## config.mk

```make
export PLATFORM = sky130hd
export DESIGN_NAME = mcs_ram
export DESIGN_NICKNAME = d
export VERILOG_FILES = /design/src/rtl/mcs_ram.sv
export SDC_FILE = /design/constraint.sdc
export NUM_CORES = 2
export LEC_CHECK = 0
export ABC_AREA = 0
export BUFFER_PORTS_ARGS = -buffer_cell sky130_fd_sc_hd__buf_2
export CAP_MARGIN = 30
export CELL_PAD_IN_SITES_DETAIL_PLACEMENT = 0
export CELL_PAD_IN_SITES_GLOBAL_PLACEMENT = 1
export CORE_AREA = 2 2 389 391
export CTS_BUF_LIST = sky130_fd_sc_hd__clkbuf_8
export CTS_CLUSTER_SIZE = 30
export DETAILED_ROUTE_END_ITERATION = 8
export DIE_AREA = 0 0 391 393
export PLACE_DENSITY_LB_ADDON = 0.3
export SLEW_MARGIN = 20
export SYNTH_ARGS = -nofsm -noshare
export SYNTH_HDL_FRONTEND = slang
export SYNTH_SLANG_ARGS = --single-unit
```

## constraint.sdc

```tcl
create_clock -name clk -period 4 [get_ports clk]
set_clock_uncertainty 0.15 [all_clocks]
set_input_delay 0.8 -clock clk [delete_from_list [all_inputs] [get_ports clk]]
set_output_delay 0.8 -clock clk [all_outputs]
set_load 0.03 [all_outputs]
```

## src/rtl/mcs_ram.sv

```systemverilog
// ----------------------------------------------------------------------------
// mcs_ram
// simple dual port ram, one write and one registered read port
// ----------------------------------------------------------------------------
module mcs_ram #(
    parameter int WIDTH = 32,
    parameter int DEPTH = 64
) (
    input  logic                                   clk,
    input  logic                                   we,
    input  logic [(DEPTH > 1 ? $clog2(DEPTH) : 1)-1:0] waddr,
    input  logic [WIDTH-1:0]                       wdata,
    input  logic                                   re,
    input  logic [(DEPTH > 1 ? $clog2(DEPTH) : 1)-1:0] raddr,
    output logic [WIDTH-1:0]                       rdata
);

    logic [WIDTH-1:0] mem [DEPTH];

    always_ff @(posedge clk)
    begin
        if (we)
        begin
            mem[waddr] <= wdata;
        end
        if (re)
        begin
            rdata <= mem[raddr];
        end
    end

endmodule

```

==> impl_metrics.tcl <==
set metrics [dict create \
    fin_area_mm2 0.0902 \
    synth_cell_types 33 \
    clockBufferDepth 4 \
    critical_path.top_delay_family "buffers and inverters" \
    slew_headroom_pct 31.0 \
    htreeDepth 5 \
    timing.rr.start "mem[12][25]" \
    synthTopCellsByArea "edfxtp_1 (79%), mux4_2 (16%), mux2i_1 (1.2%)" \
    cp_num_buf_inv 3 \
    ys_ff_latch 2080 \
    tritoncts "done" \
    cp-end-kind "flop" \
    io_pins 79 \
    synth_warnings 0 \
    drtIter0Drc 4849 \
    grt_usage_pct 26.9 \
    cts.sinks 2080 \
    irDropWorstVdd_v 0.000441 \
    cp.required_ns 4.52 \
    final_antenna_net_count 0 \
    power.density_mw_per_mm2 480 \
    cpMaxStageDelayCell "o22ai_1" \
    area_growth_pct 14.4 \
    via_per_inst 6.38 \
    hold_path_depth 1 \
    post_cts_resized 0 \
    first_pass_iters 6 \
    crit_type "in -> reg" \
    post_dp_cell_area_mm2 0.0841 \
    wirelength_um 204000 \
    whs_ns 0.0585 \
    critPathLaunchType "primary input" \
    min_to "mem[39][2]" \
    path_cells "buf_8 -> buf_12 -> buf_4 -> mux4_2 -> mux4_2 -> o22ai_1 -> nor2_1" \
    reg2reg_depth 4 \
    gp_routability_congestion 0.861 \
    r2r_end "rdata[25]" \
    drive_above_1_share_pct 33.5 \
    finalMaxSlewViolations 0 \
    tns_ns 0 \
    syn_area_per_cell_um2 23.7 \
    cts_setup_buffers 0 \
    antenna_found_initial 20 \
    setup_viol 0 \
    cellLeakagePower_uw 0.0288 \
    yosys.area.top_type_share_pct 79.2 \
    hold_viol 0 \
    fillers 10000 \
    cts-hold-fix-buffers 0 \
    mostFrequentLayoutCells "edfxtp_1 (2,080), mux4_2 (544), clkbuf_8 (340)" \
    chipWidth_um 391 \
    syn-instance-count 3324 \
    arrival_ns 3.72 \
    dp_hpwl_um 121000 \
    fin_nets 3896 \
    hold_path_startpoint "wdata[2]" \
    avgRoutedWirePerCell_um 33.8 \
    power.total_uw 43300 \
    fp.coreArea_mm2 0.149 \
    grt_max_degree 65 \
    worstPathMaxFanout 39 \
    async_reset_ff_share_pct 0 \
    period_needed_ns 3.21 \
    worstSkewPairLatency_ns 1.01 \
    cpPeakStageDelay_ns 0.73 \
    grt_pass1_vias 39600 \
    hold_path_class "in -> reg" \
    rsz0062_at_grt "false" \
    outcome "finished, final reports clean" \
    layout_commonest_cell "edfxtp_1" \
    cap_violations 0 \
    yosysSeqAreaShare_pct 79.2 \
    critPathMostFrequentCell "mux4_2" \
    start_util_pct 52.8 \
    root_buffer "clkbuf_8" \
    syn_area_mm2 0.0788 \
    grt.overflow.total 0 \
    final.period_utilization_pct 80.2 \
    r2r_slack_ns 1.13 \
    tightest_slew_ns 1.04 \
    synth_nets 3371 \
    rows 142 \
    yosys.area.top_type "edfxtp_1" \
    synth_edf_count 2080 \
    dieArea_mm2 0.154 \
    grt_pass1_wl_um 286000 \
    port_buffers 78 \
    synthFlopType "edfxtp_1" \
    die_y_um 393 \
    numCtsBuffers 337 \
    fmax_mhz 312 \
    path_clk_slew_ns 0.06 \
    drc 0 \
    num_vias 38500 \
]
==> where the power goes <==
group | total, µW | internal [µW] | switching [µW]
Sequential | 24300 | 24200 | 90.1
Combinational | 2510 | 950 | 1560
Clock | 16500 | 8630 | 7900
==> registers in the layout, indices dropped and copies added (netlist names) <==
signal	flops
mem	2048
rdata	32
==> logic make-up after synthesis <==
kind of cell | share of synthesized area (%)
AOI/OAI and AO/OA | 1.67
buffers and inverters | 1.12
DFF | 79.2
muxes | 16.7
and+or+nand+nor | 1.26
==> routing by layer <==
layer | global-route usage, % | vias to the layer above | share of wire [%]
met5 | 0.670 | - | 0.11
met3 | 7.58 | 431 | 11
met2 | 42.6 | 2242 | 48
li1 | - | 15400 | -
met4 | 12.7 | 14 | 4.7
met1 | 34.8 | 20400 | 36
==> through the flow <==
step / setup slack, ns / util [%] / instances
after floorplan: 0.398 / - / 3324
after global placement: 0.0115 / 56.2 / 5435
after detailed placement: -0.0179 / 56.4 / 5447
after CTS: 1.05 / 60.3 / 6019
after global routing: 0.807 / 60.4 / 6029
final: 0.794 / 60.5 / 6036
==> cell type report <==
class	instances	area, µm²	area share (%)
sequential	2080	62500	69.2
timing repair buffer	368	3400	3.77
antenna	10	25.0	0.0277
clock inverter	232	1250	1.38
multi-input combinational	1062	16000	17.7
tap	1944	2430	2.70
clock buffer	340	4680	5.19
==> Yosys cell counts, types with 4 or more instances <==
| library cell | n |
|---|---|
| nand3b_1 | 5 |
| nor2b_1 | 15 |
| a22oi_1 | 12 |
| mux2i_1 | 93 |
| clkbuf_1 | 74 |
| nand2b_1 | 8 |
| nor2_1 | 137 |
| and3_1 | 4 |
| buf_1 | 21 |
| nand2_1 | 26 |
| o32ai_1 | 4 |
| a311oi_1 | 8 |
| buf_2 | 57 |
| o221ai_1 | 27 |
| nor3_1 | 7 |
| a21oi_1 | 62 |
| mux4_2 | 544 |
| buf_4 | 25 |
| o22ai_1 | 84 |
| buf_6 | 5 |
| edfxtp_1 | 2080 |
| nand3_1 | 5 |
| a41o_1 | 4 |
==> how the worst max path moves through the flow <==
stage | end | startpoint | cells after the start | slack, ns
2_1_floorplan | mem[39][0] | waddr[5] | 4 | 0.40
3_3_place_gp | rdata[29] | raddr[0] | 7 | 0.01
3_5_place_dp | rdata[25] | raddr[1] | 7 | -0.02
4_1_cts | rdata[25] | raddr[1] | 7 | 1.05
5_1_grt | rdata[25] | raddr[0] | 6 | 0.81
6_report | rdata[25] | raddr[1] | 7 | 0.79
Power figures use the tool's default switching activity.
