### src/rtl/mcs_pkg.sv
// ----------------------------------------------------------------------------
// mcs_pkg
// shared types and constants of the macd crossover signal block
// ----------------------------------------------------------------------------
package mcs_pkg;

    localparam int FRAC_BITS  = 16;
    localparam int ALPHA_W    = FRAC_BITS + 1;
    localparam int ALPHA_NUM  = 2 << FRAC_BITS;
    localparam int PRICE_W    = 32;
    localparam int VAL_W      = 48;
    localparam int EMA_W      = VAL_W + 2;
    localparam int CFG_IDX_W  = 2;
    localparam int CFG_DATA_W = 7;

    localparam logic [CFG_IDX_W-1:0] CFG_FAST   = 2'd0;
    localparam logic [CFG_IDX_W-1:0] CFG_SLOW   = 2'd1;
    localparam logic [CFG_IDX_W-1:0] CFG_SIGNAL = 2'd2;

    typedef logic [1:0] trade_t;
    localparam trade_t TRADE_NONE = 2'd0;
    localparam trade_t TRADE_BUY  = 2'd1;
    localparam trade_t TRADE_SELL = 2'd2;

    // one request to the shared average update unit
    typedef struct packed {
        logic                      start;
        logic signed [EMA_W-1:0]   x;
        logic signed [EMA_W-1:0]   ema;
        logic [ALPHA_W-1:0]        alpha;
    } ema_req_t;

endpackage

### src/rtl/mcs_ema_unit.sv
// ----------------------------------------------------------------------------
// mcs_ema_unit
// three stage update ema + round((x - ema) * alpha / 2^frac)
// ----------------------------------------------------------------------------
module mcs_ema_unit (
    input  logic                                clk,
    input  logic                                rst_n,
    input  mcs_pkg::ema_req_t                   req,
    output logic                                done,
    output logic signed [mcs_pkg::EMA_W-1:0]    result
);
    import mcs_pkg::*;

    localparam int PW = EMA_W + 1 + ALPHA_W;

    logic              v1_reg, v2_reg, v3_reg;
    logic [EMA_W:0]    mag1_reg;
    logic              neg1_reg, neg2_reg;
    logic signed [EMA_W-1:0] ema1_reg, ema2_reg;
    logic [ALPHA_W-1:0] alpha1_reg;
    logic [PW-1:0]     prod2_reg;
    logic signed [EMA_W-1:0] res_reg;

    logic signed [EMA_W:0]   diff;
    logic [PW-1:0]           rnd;
    logic signed [EMA_W+1:0] adj;
    logic signed [EMA_W+1:0] sum;

    always_comb
    begin
        diff = {req.x[EMA_W-1], req.x} - {req.ema[EMA_W-1], req.ema};
        rnd  = (prod2_reg + (PW'(1) << (FRAC_BITS - 1))) >> FRAC_BITS;
        adj  = neg2_reg ? -$signed({1'b0, rnd[EMA_W:0]}) : $signed({1'b0, rnd[EMA_W:0]});
        sum  = {{2{ema2_reg[EMA_W-1]}}, ema2_reg} + adj;
    end

    always_ff @(posedge clk or negedge rst_n)
    begin
        if (!rst_n)
        begin
            v1_reg <= 1'b0;
            v2_reg <= 1'b0;
            v3_reg <= 1'b0;
        end
        else
        begin
            v1_reg <= req.start;
            v2_reg <= v1_reg;
            v3_reg <= v2_reg;
        end
    end

    always_ff @(posedge clk)
    begin
        // magnitude and sign of the difference
        mag1_reg   <= diff[EMA_W] ? (EMA_W + 1)'(-diff) : (EMA_W + 1)'(diff);
        neg1_reg   <= diff[EMA_W];
        ema1_reg   <= req.ema;
        alpha1_reg <= req.alpha;
        // scale by alpha
        prod2_reg  <= PW'(mag1_reg) * PW'(alpha1_reg);
        neg2_reg   <= neg1_reg;
        ema2_reg   <= ema1_reg;
        // round half away from zero and accumulate
        res_reg    <= sum[EMA_W-1:0];
    end

    assign done   = v3_reg;
    assign result = res_reg;

endmodule

### config.mk
export PLATFORM = sky130hd
export DESIGN_NAME = mcs_ema_unit
export DESIGN_NICKNAME = d
export VERILOG_FILES = /design/src/rtl/mcs_pkg.sv /design/src/rtl/mcs_ema_unit.sv
export SDC_FILE = /design/constraint.sdc
export NUM_CORES = 2
export LEC_CHECK = 0
export BUFFER_PORTS_ARGS = -buffer_cell sky130_fd_sc_hd__buf_2
export CORE_MARGIN = 4
export CORE_UTILIZATION = 50
export DETAILED_ROUTE_END_ITERATION = 8
export PLACE_DENSITY = 0.67
export SLEW_MARGIN = 15
export SYNTH_ARGS = -nofsm -noshare
export SYNTH_HDL_FRONTEND = slang
export SYNTH_SLANG_ARGS = --single-unit
### constraint.sdc
create_clock -name clk -period 13.25 [get_ports clk]
set_input_delay 2.65 -clock clk [delete_from_list [all_inputs] [get_ports clk]]
set_output_delay 2.65 -clock clk [all_outputs]
set_load 0.02 [all_outputs]
==> reports/qor.yml <==
yosys:
  ys_top_cells_by_area: "fa_1 (35%), dfxtp_1 (13%), inv_1 (8.4%)"
  syn_area_mm2: 0.0417
  ys_ff_latch: 274
  synth_top_area_share_pct: 35.2
  yosysSeqAreaShare_pct: 13.2
  async_reset_ff_share_pct: 1.09
  synth_edf_count: 0
  synthCells: 4896
  synth_warnings: 0
  synth_ff_type: "dfxtp_1"
  synth.distinct_cells: 89
  syn_area_per_cell_um2: 8.52
  yosys.area.top_type: "fa_1"
  synth_fp_nets: 5980
finish:
  layout_commonest_cell: "inv_1"
  nFillCells: 7714
  multi_input_area_mm2: 0.0318
  area_growth_pct: 6.53
  antennaDiodeCount: 0
  nets: 5986
  seqCellArea_mm2: 0.00551
  drive_above_1_share_pct: 6.31
  final_cell_mix: "inv_1 (935), nand2_1 (780), fa_1 (733)"
clocking:
  cts_tree: "done"
  clk_pin_slew_ps: 70
  cts.htree.levels: 2
  postCtsHoldBufs: 0
  root_buffer: "clkbuf_16"
  cts_resized: 0
  clock_latency_ps: 570
  cts_inserted_buffers: 34
  postCtsSetupRepairBufs: 0
  cts_sinks: 274
  cts_buffer_depth: 3
timing:
  tns_ps: 0
  slew_headroom_pct: 25.0
  fmax_ghz: 0.123
  min_period_ps: 8130
  finalSetupViolations: 0
  drv_slew: 0
  worst_pin_slew_ps: 1120
  hold_violations: 0
  fin_crit_sh_pct: 61.3
  rsz0062_at_grt: "no"
  skew_ps: 40.5
floorplan:
  pin_count: 171
  core_mm2: 0.0824
  die_h_um: 297
  rows: 105
  dieArea_mm2: 0.0881
  die_width_um: 297
  start_util_pct: 50.6
global_route:
  grt_max_degree: 52
  grt_use_met2_pct: 45.3
  grt_pass1_wl_um: 184000
  grt_pass1_vias: 34000
  grtUsageMet1_pct: 33.9
  busiest_layer: "met2"
  grt.overflow.total: 0
  track_usage_pct: 26.2
  grtUsageMet3_pct: 2.95
  antenna_found_initial: 1
place:
  dp_hpwl_um: 88000
  port_buffers: 170
  place.gp.congestion: 0.903
run:
  drv_cap: 0
hold_path:
  hp-class: "flop to flop"
  hold_start: "ema1_reg[26]"
setup_path:
  cp-end-kind: "flop"
  rrSetupSlack_ps: 5120
  startpoint: "alpha1_reg[8]"
  critPathArrivalTime_ps: 8590
  cp-start-kind: "flop"
  crit_path_max_fanout: 39
  crit_type: "flop to flop"
  crit_required_ps: 13720
  r2r_start: "alpha1_reg[8]"
route:
  vias_per_cell: 5.53
  drt_first_iter_violations: 2583
  wl_per_cell_um: 19.2
  ant_nets: 0
  wl_um: 115000
  drc: 0
  firstDrtPassIters: 6
  vias: 33200
outcome:
  status: "finished clean"
-- cell usage after synthesis, drive strengths merged (8+ instances only) --
cell / number
o21ai: 131
and2: 293
buf: 16
ha: 231
and4: 18
or3: 28
xnor2: 172
xor2: 102
a22oi: 8
dfxtp: 271
nand4b: 8
fa: 733
nor2: 116
a21boi: 9
or4: 9
or2: 9
a41oi: 8
mux2i: 8
nand3: 64
a211o: 9
clkbuf: 223
and3: 35
a221oi: 9
nand2b: 17
o211ai: 15
nor4: 23
nand4: 54
a21oi: 180
a31oi: 24
nor3: 67
nand2: 781
o31ai: 23
inv: 935
o21bai: 16
a211oi: 15
o21a: 29
nor2b: 23
a21o: 93
-- cells by family after synthesis --
logic type / synth area share [%]
simple gates: 18.0
buf+inv: 10.7
fa+ha+maj: 42.1
compound gates: 10.0
xor+xnor: 5.75
flops: 13.2
mux: 0.246
-- path summary, 6_finish.rpt --
path,depth (start not counted),endpoint
worst max register to register,25,prod2_reg[62]
max in group asynchronous,1,done
worst min-delay path,0,ema2_reg[26]
worst max-delay path,25,prod2_reg[62]
worst min register to register,0,ema2_reg[26]
min in group asynchronous,1,v1_reg
-- through the flow --
stage / hold slack [ps] / area [µm²] / cells / setup slack [ps] / util [%]
2_1_floorplan: 310 / 41700 / 4896 / 6520 / -
3_3_place_gp: 310 / 43300 / 5936 / 5110 / 52.5
3_5_place_dp: 312 / 43300 / 5936 / 5330 / 52.5
4_1_cts: 323 / 44400 / 5997 / 5270 / 53.9
5_1_grt: 327 / 44400 / 5997 / 4660 / 53.9
6_report: 320 / 44400 / 5997 / 5120 / 53.9
-- critical path, cell delays in order (launching register included) --
cell and delay [ps]:
dfxtp_2 460, buf_4 520, nand2_1 160, fa_1 560, inv_1 50, fa_1 500, inv_1 50, fa_1 520
inv_1 50, fa_1 450, fa_1 490, inv_1 50, fa_1 470, inv_1 40, ha_1 390, nand4_1 120
a211oi_1 310, o211a_1 220, o2111ai_1 260, a2111oi_1 930, o21ai_0 410, nand2_1 220, a31o_2 190, a21oi_1 120
o31ai_1 320, xor2_1 170
-- final cells by class --
| cell class | count | area share [%] |
|---|---|---|
| multi-input cells | 3446 | 71.5 |
| flip-flops and latches | 274 | 12.4 |
| inverters | 937 | 7.92 |
| well taps | 1070 | 3.01 |
| repair buffers | 209 | 2.57 |
| clock buffers | 41 | 2.04 |
| clock inverters | 20 | 0.569 |
-- routing by layer --
metal	routed length [µm]	share of wire [%]
met4	4710	4.1
met1	46800	41
met2	56600	49
met5	0	0
met3	6960	6.0
Power is left out: the tool's default activity adds up to more than one toggle a clock period on the data nets, which glitch-free logic cannot reach.
